<file path="src/sv/temperature_gradient_tracker_macros.svh">
// ----------------------------------------------------------------------------
// temperature_gradient_tracker_macros.svh
// Assertion shorthands for the temperature gradient tracker.
// ----------------------------------------------------------------------------
`ifndef TEMPERATURE_GRADIENT_TRACKER_MACROS_SVH
`define TEMPERATURE_GRADIENT_TRACKER_MACROS_SVH

// Same-cycle implication, disabled while reset is asserted.
`define TGT_ASSERT_NOW(label, clk, rstn, ante, cons, msg) \
    label: assert property (@(posedge clk) disable iff (!(rstn)) (ante) |-> (cons)) \
        else $error(msg);

// Next-cycle implication, disabled while reset is asserted.
`define TGT_ASSERT_NEXT(label, clk, rstn, ante, cons, msg) \
    label: assert property (@(posedge clk) disable iff (!(rstn)) (ante) |=> (cons)) \
        else $error(msg);

`endif

</file>
<file path="src/sv/tgt_pkg.sv">
// ----------------------------------------------------------------------------
// tgt_pkg
// Widths, register map and conversion constants of the gradient tracker.
// ----------------------------------------------------------------------------
package tgt_pkg;

    localparam int SAMPLE_W     = 10;
    localparam int WORD_W       = 19;
    localparam int WIN_W        = 7;
    localparam int DIV_CNT_W    = $clog2(WORD_W + 1);
    localparam int DEF_MAX_WIN  = 64;
    localparam int ADDR_W       = 3;
    localparam int DATA_W       = 32;
    localparam int S_TDATA_W    = 16;
    localparam int M_TDATA_W    = 40;

    // Register index, taken from paddr[2]
    localparam logic REG_WINDOW_LEN = 1'b0;

    localparam logic [WIN_W-1:0]  WINDOW_RESET = 7'd8;

    // temp_q8 = 225 * sample - 14848 (1/256 degree F)
    localparam logic [WORD_W-1:0] TEMP_SCALE  = 19'd225;
    localparam logic [WORD_W-1:0] TEMP_OFFSET = 19'd14848;

    function automatic logic [WORD_W-1:0] temp_from_sample(input logic [SAMPLE_W-1:0] s);
        logic [WORD_W-1:0] prod;
        prod = WORD_W'(s) * TEMP_SCALE;
        return prod - TEMP_OFFSET;
    endfunction

endpackage

</file>
<file path="src/sv/temperature_gradient_tracker.sv">
// ----------------------------------------------------------------------------
// temperature_gradient_tracker
// Moving average of first temperature differences from a 10-bit sensor.
// ----------------------------------------------------------------------------
// Input stream s_*: one ADC sample per transaction (s_tdata[9:0]).
// Output stream m_*: one result per input sample. m_tdata[18:0] carries the
// temperature in 1/256 degree F, m_tdata[37:19] the mean difference over the
// window; m_tuser is set once the window is full (gradient is zero otherwise).
// APB register 0 (address 0) holds window_len; writing it empties the window
// but keeps the last temperature. 0 acts as 1, values above MAX_WINDOW clip.
// Each sample runs accept, convert and ring update; a sample that yields a
// valid gradient then runs a restoring divider by the window length that
// retires one quotient bit per cycle; any other sample skips the divider.
// The 19-bit serial divider sets the rate. The next sample is taken as soon
// as the result sits in the output register, and not before.
// If the receiver stalls, the finished result waits in the output register and
// the next sample stops before loading its own result.
// Reset (aresetn low, synchronous) empties the window, forgets the previous
// temperature and sets window_len to 8. The ring memory needs no clearing.
// ----------------------------------------------------------------------------
`include "temperature_gradient_tracker_macros.svh"

module temperature_gradient_tracker #(
    parameter int MAX_WINDOW = tgt_pkg::DEF_MAX_WIN
) (
    input  logic                         aclk,
    input  logic                         aresetn,
    // s_tdata: [9:0] adc_sample, [15:10] zero
    input  logic                         s_tvalid,
    output logic                         s_tready,
    input  logic [tgt_pkg::S_TDATA_W-1:0] s_tdata,
    // m_tdata: [18:0] temperature_q8, [37:19] gradient_q8, [39:38] zero
    output logic                         m_tvalid,
    input  logic                         m_tready,
    output logic [tgt_pkg::M_TDATA_W-1:0] m_tdata,
    // m_tuser: [0] gradient_valid
    output logic                         m_tuser,
    input  logic                         psel,
    input  logic                         penable,
    input  logic                         pwrite,
    input  logic [tgt_pkg::ADDR_W-1:0]   paddr,
    input  logic [tgt_pkg::DATA_W-1:0]   pwdata,
    output logic [tgt_pkg::DATA_W-1:0]   prdata,
    output logic                         pready
);

    localparam int WW = tgt_pkg::WORD_W;
    localparam int NW = tgt_pkg::WIN_W;
    localparam int PW = $clog2(MAX_WINDOW);
    localparam int CW = ((PW > NW) ? PW : NW) + 1;

    typedef enum logic [2:0] {
        S_IDLE,
        S_CALC,
        S_SUM,
        S_DIV,
        S_DONE
    } state_t;

    state_t                            state_reg;
    logic                              m_tvalid_reg;
    logic [tgt_pkg::M_TDATA_W-1:0]     m_tdata_reg;
    logic                              m_tuser_reg;
    logic [NW-1:0]                     window_len_reg;
    logic [tgt_pkg::SAMPLE_W-1:0]      sample_reg;
    logic [WW-1:0]                     prev_temp_reg;
    logic                              have_prev_reg;
    logic                              use_ring_reg;
    logic [WW-1:0]                     temp_reg;
    logic [WW-1:0]                     diff_reg;
    logic [PW-1:0]                     wp_reg;
    logic [PW-1:0]                     pos_reg;
    logic [NW-1:0]                     fill_count_reg;
    logic [WW-1:0]                     sum_reg;
    logic [WW-1:0]                     rd_data_reg;
    logic [WW-1:0]                     quo_reg;
    logic [NW-1:0]                     rem_reg;
    logic                              neg_reg;
    logic                              valid_reg;
    logic [tgt_pkg::DIV_CNT_W-1:0]     cnt_reg;

    logic [WW-1:0]                     ring [MAX_WINDOW];

    logic                              s_accept;
    logic                              cfg_write;
    logic [NW-1:0]                     eff_window;
    logic [PW-1:0]                     pos_next;
    logic [WW-1:0]                     temp_next;
    logic                              ring_full;
    logic [WW-1:0]                     sum_base;
    logic [WW-1:0]                     sum_next;
    logic [NW-1:0]                     fill_next;
    logic [CW-1:0]                     pos_inc;
    logic [PW-1:0]                     wp_next;
    logic [WW-1:0]                     sum_abs;
    logic [NW:0]                       rem_shift;
    logic [NW:0]                       rem_sub;
    logic                              rem_ge;
    logic [NW-1:0]                     rem_next;
    logic [WW-1:0]                     gradient_next;
    logic                              out_free;

    assign s_accept  = s_tvalid && s_tready;
    assign cfg_write = psel && penable && pwrite && pready;
    assign out_free  = !m_tvalid_reg || m_tready;

    always_comb begin
        if (window_len_reg == '0) begin
            eff_window = NW'(1);
        end else if (32'(window_len_reg) > MAX_WINDOW) begin
            eff_window = NW'(MAX_WINDOW);
        end else begin
            eff_window = window_len_reg;
        end
    end

    // Wrap the write position if the window shrank below it
    assign pos_next  = (CW'(wp_reg) >= CW'(eff_window)) ? '0 : wp_reg;
    assign temp_next = tgt_pkg::temp_from_sample(sample_reg);

    assign ring_full = fill_count_reg >= eff_window;
    assign sum_base  = ring_full ? (sum_reg - rd_data_reg) : sum_reg;
    assign sum_next  = sum_base + diff_reg;
    assign fill_next = ring_full ? fill_count_reg : (fill_count_reg + NW'(1));
    assign pos_inc   = CW'(pos_reg) + CW'(1);
    assign wp_next   = (pos_inc >= CW'(eff_window)) ? '0 : pos_inc[PW-1:0];
    assign sum_abs   = sum_next[WW-1] ? (-sum_next) : sum_next;

    // One restoring division step per cycle
    assign rem_shift = {rem_reg, quo_reg[WW-1]};
    assign rem_ge    = rem_shift >= {1'b0, eff_window};
    assign rem_sub   = rem_shift - {1'b0, eff_window};
    assign rem_next  = rem_ge ? rem_sub[NW-1:0] : rem_shift[NW-1:0];

    assign gradient_next = neg_reg ? (-quo_reg) : quo_reg;

    always_ff @(posedge aclk) begin
        if (s_accept) begin
            rd_data_reg <= ring[pos_next];
        end
        if (state_reg == S_SUM && use_ring_reg) begin
            ring[pos_reg] <= diff_reg;
        end
    end

    always_ff @(posedge aclk) begin
        if (!aresetn) begin
            state_reg      <= S_IDLE;
            m_tvalid_reg   <= 1'b0;
            window_len_reg <= tgt_pkg::WINDOW_RESET;
            prev_temp_reg  <= '0;
            have_prev_reg  <= 1'b0;
            wp_reg         <= '0;
            fill_count_reg <= '0;
            sum_reg        <= '0;
        end else begin
            // Drop the result once taken, unless a new one loads in its place
            if (m_tvalid_reg && m_tready && state_reg != S_DONE) begin
                m_tvalid_reg <= 1'b0;
            end
            if (cfg_write && paddr[2] == tgt_pkg::REG_WINDOW_LEN) begin
                window_len_reg <= pwdata[NW-1:0];
                wp_reg         <= '0;
                fill_count_reg <= '0;
                sum_reg        <= '0;
            end
            case (state_reg)
                S_IDLE: begin
                    if (s_accept) begin
                        sample_reg <= s_tdata[tgt_pkg::SAMPLE_W-1:0];
                        pos_reg    <= pos_next;
                        state_reg  <= S_CALC;
                    end
                end
                S_CALC: begin
                    temp_reg      <= temp_next;
                    diff_reg      <= temp_next - prev_temp_reg;
                    prev_temp_reg <= temp_next;
                    use_ring_reg  <= have_prev_reg;
                    have_prev_reg <= 1'b1;
                    state_reg     <= S_SUM;
                end
                S_SUM: begin
                    if (use_ring_reg) begin
                        sum_reg        <= sum_next;
                        fill_count_reg <= fill_next;
                        wp_reg         <= wp_next;
                    end
                    if (use_ring_reg && fill_next >= eff_window) begin
                        quo_reg   <= sum_abs;
                        neg_reg   <= sum_next[WW-1];
                        rem_reg   <= '0;
                        cnt_reg   <= tgt_pkg::DIV_CNT_W'(WW);
                        valid_reg <= 1'b1;
                        state_reg <= S_DIV;
                    end else begin
                        quo_reg   <= '0;
                        neg_reg   <= 1'b0;
                        valid_reg <= 1'b0;
                        state_reg <= S_DONE;
                    end
                end
                S_DIV: begin
                    rem_reg <= rem_next;
                    quo_reg <= {quo_reg[WW-2:0], rem_ge};
                    cnt_reg <= cnt_reg - tgt_pkg::DIV_CNT_W'(1);
                    if (cnt_reg == tgt_pkg::DIV_CNT_W'(1)) begin
                        state_reg <= S_DONE;
                    end
                end
                S_DONE: begin
                    // Hold until the output register is free
                    if (out_free) begin
                        m_tvalid_reg <= 1'b1;
                        m_tdata_reg  <= {2'b00, gradient_next, temp_reg};
                        m_tuser_reg  <= valid_reg;
                        state_reg    <= S_IDLE;
                    end
                end
                default: begin
                    state_reg <= S_IDLE;
                end
            endcase
        end
    end

    assign s_tready = (state_reg == S_IDLE);
    assign m_tvalid = m_tvalid_reg;
    assign m_tdata  = m_tdata_reg;
    assign m_tuser  = m_tuser_reg;
    assign prdata   = tgt_pkg::DATA_W'(window_len_reg);
    assign pready   = 1'b1;

    `TGT_ASSERT_NOW(a_fill_bound, aclk, aresetn, 1'b1, fill_count_reg <= eff_window, "fill high")
    `TGT_ASSERT_NOW(a_wp_bound, aclk, aresetn, 1'b1, CW'(wp_reg) < CW'(eff_window), "wp high")
    `TGT_ASSERT_NOW(a_grad_zero, aclk, aresetn, m_tvalid && !m_tuser, m_tdata[37:19] == '0, "grad")
    `TGT_ASSERT_NEXT(a_accept_calc, aclk, aresetn, s_accept, state_reg == S_CALC, "no convert")

endmodule

</file>
<file path="config.mk">
export PLATFORM = sky130hd
export DESIGN_NAME = temperature_gradient_tracker
export DESIGN_NICKNAME = d
export VERILOG_FILES = /design/src/sv/tgt_pkg.sv /design/src/sv/temperature_gradient_tracker.sv
export VERILOG_INCLUDE_DIRS = /design/src /design/src/sv
export SDC_FILE = /design/constraint.sdc
export NUM_CORES = 2
export LEC_CHECK = 0
export BUFFER_PORTS_ARGS = -buffer_cell sky130_fd_sc_hd__buf_2
export CAP_MARGIN = 20
export CORE_UTILIZATION = 47
export CTS_CLUSTER_SIZE = 40
export DETAILED_ROUTE_END_ITERATION = 10
export GPL_TIMING_DRIVEN = 1
export PLACE_DENSITY = 0.63
export SLEW_MARGIN = 20
export SYNTH_ARGS = -nofsm -noshare
export SYNTH_HDL_FRONTEND = slang
export SYNTH_SLANG_ARGS = --single-unit
</file>
<file path="constraint.sdc">
create_clock -name aclk -period 9.4 [get_ports aclk]
set_input_delay 1.88 -clock aclk [delete_from_list [all_inputs] [get_ports aclk]]
set_output_delay 1.88 -clock aclk [all_outputs]
set_load 0.02 [all_outputs]
</file>
==> flow_metrics.tcl <==
set metrics [dict create \
    status "complete, no violations" \
    antenna_found_initial 0 \
    drc 0 \
    avgSynthCellArea_um2 14.6 \
    startpoint_type "flip-flop" \
    finalSetupViolCount 0 \
    clkLatencyLatePin_ns 0.78 \
    synth_flop_cell "edfxtp_1" \
    area.growth.synth_to_final_pct 12.0 \
    cpPeakStageDelay_ns 0.55 \
    cp.buffers_inverters 1 \
    globalRouteOverflowTotal 0 \
    clock_skew_ns 0.0228 \
    p_leak_uw 0.0221 \
    vias 36400 \
    crit_family "simple AND/OR/NAND/NOR gates" \
    die_y_um 363 \
    postRouteAntennaNets 0 \
    gp_congestion 0.849 \
    htreeDepth 4 \
    grt_max_degree 125 \
    synth_cells 4171 \
    hold_ws_ns 0.416 \
    ff_latch_area_um2 42200 \
    hold_viol 0 \
    die-width_um 363 \
    worst_pin_slew_ns 1.12 \
    vias_per_cell 5.95 \
    critPathRequiredTime_ns 9.93 \
    fmaxAchievable_mhz 157 \
    vdd_drop_max_uv 179 \
    drive_gt1_frac 0.154 \
    num-fill-cells 10400 \
    portBuffers 72 \
    placementRows 131 \
    numCtsBuffers 150 \
    synth-seq-cells 1425 \
    multiInputGateArea_um2 17700 \
    path_clk_slew_ns 0.06 \
    grt_pass1_wl_um 228000 \
    clockBufferDepth 3 \
    crit_arrival_ns 6.90 \
    path_cells "nor3_1 > a21oi_1 > nor2_1 > ha_1 > nand2b_1 > a21o_1 > a21oi_1 > o21ai_0 > nand3_1 > nand2_1 > a21oi_1 > ha_1 > inv_1 > fa_1 > nand2b_1 > a21oi_1 > xor2_1 > nor3_1 > or4b_1 > nor4_2 > nand3_1 > nor3_2 > o21ai_1 > a32o_1" \
    power_density_nw_per_um2 238 \
    grt_setup_unrepaired "no" \
    synth_area_um2 61100 \
    initial_core_util 0.476 \
    ys_async_sr_fraction 0 \
    drv_slew 0 \
    timing.final.crit_share 0.677 \
    drv_cap 0 \
    crit_fanout 28 \
    cpMostUsedCell "a21oi_1" \
    setup_tns_ns 0 \
    crit_type "flip-flop to flip-flop" \
    endpoint_kind "flip-flop" \
    drt-initial-drc-count 3684 \
    dp_hpwl_um 88800 \
    core_um2 128000 \
    holdBufCountCts 0 \
    wire_per_inst_um 25.4 \
    largest_reg_flops 1216 \
    slowest_stage "nand2_1" \
    cts_resized 0 \
    first_pass_iters 6 \
    synth_cell_type_count 92 \
    fin_crit_ns 6.37 \
    cts_tree "done" \
    cts_setup_buffers 0 \
    hp-class "flip-flop to flip-flop" \
    nNetsFinal 4485 \
    synth_edf_count 1362 \
    track_usage 0.235 \
    slew_headroom 0.233 \
    drt-total-wl_um 155000 \
    io_pins 134 \
    yosysSeqAreaShare 0.690 \
    grt_pass1_vias 34800 \
    clock_sink_count 1425 \
    root_buffer "clkbuf_16" \
    die-area_um2 131000 \
    ys_warn_count 0 \
]
[layer usage]
| layer | vias up | track usage | wire length, µm |
|---|---|---|---|
| li1 | 16300 | - | - |
| met1 | 18300 | 0.328 | 65600 |
| met2 | 1488 | 0.367 | 71600 |
| met3 | 253 | 0.0427 | 12300 |
| met4 | 0 | 0.0900 | 5660 |
| met5 | - | 0 | 0 |
[final timing paths]
kind                     startpoint     endpoint  slack, ns  depth (start not counted)
hold reg to reg         temp_reg[3]   m_tdata[3]       0.42                          0
setup / recovery  window_len_reg[1]  quo_reg[17]       3.03                         24
setup reg to reg  window_len_reg[1]  quo_reg[17]       3.03                         24
hold / removal          temp_reg[3]   m_tdata[3]       0.42                          0
[logic make-up after synthesis]
family | synth area share
flops | 0.690
simple gates | 0.0707
compound gates | 0.0976
buf+inv | 0.0249
mux | 0.0679
fa+ha+maj | 0.0345
xor+xnor | 0.0143
other cells | 0.000123
[stage by stage]
stage               utilization  power [µW]  setup slack, ns  instances  instance area (µm²)
floorplan                     -        9660             4.05       4197                61200
global placement          0.495       10600             3.20       5841                63600
detailed placement        0.496       10600             3.11       5845                63600
CTS                       0.533       16300             3.11       6110                68400
global route              0.533       16800             2.49       6110                68400
finish                    0.533       16300             3.03       6111                68400
[placed cells by master (no fill, tap or decap), types with 68 or more instances in the layout]
master and n:
edfxtp_1 1362, nand2_1 321, a21oi_1 219, nor2_1 214, o21ai_0 158, clkbuf_16 155, ha_1 143, mux2i_1 115
mux2_2 114, nand3_1 105, buf_4 100, inv_1 99, o211ai_1 83, o22ai_1 81, mux4_2 76, o221ai_1 73
buf_2 72, xnor2_1 68
[Yosys cell counts, types with 76 or more instances]
library cell,n,area [µm²]
o211ai_1,83,623
mux2i_1,115,1150
clkbuf_1,165,619
nor2_1,249,935
ha_1,143,1790
o21ai_0,158,791
nand2_1,324,1220
mux2_2,114,1280
inv_1,100,375
nand3_1,106,531
mux4_2,76,1710
edfxtp_1,1362,40900
o22ai_1,81,507
a21oi_1,219,1100
[where the power goes]
part / internal [µW] / total (µW) / leakage (µW) / switching (µW)
Clock: 3320 / 5760 / 0.00232 / 2440
Sequential: 7620 / 7720 / 0.0128 / 100
Combinational: 844 / 2780 / 0.00698 / 1940
[area by class of cell]
| class | instances | share of cell area |
|---|---|---|
| flip-flops and latches | 1425 | 0.616 |
| multi-input cells | 2409 | 0.259 |
| clock buffers | 192 | 0.0592 |
| well taps | 1729 | 0.0316 |
| repair buffers | 179 | 0.0179 |
| clock inverters | 73 | 0.0101 |
| inverters | 103 | 0.00567 |
| diodes | 1 | 0.0000366 |
(Power assumes the default switching activity.)
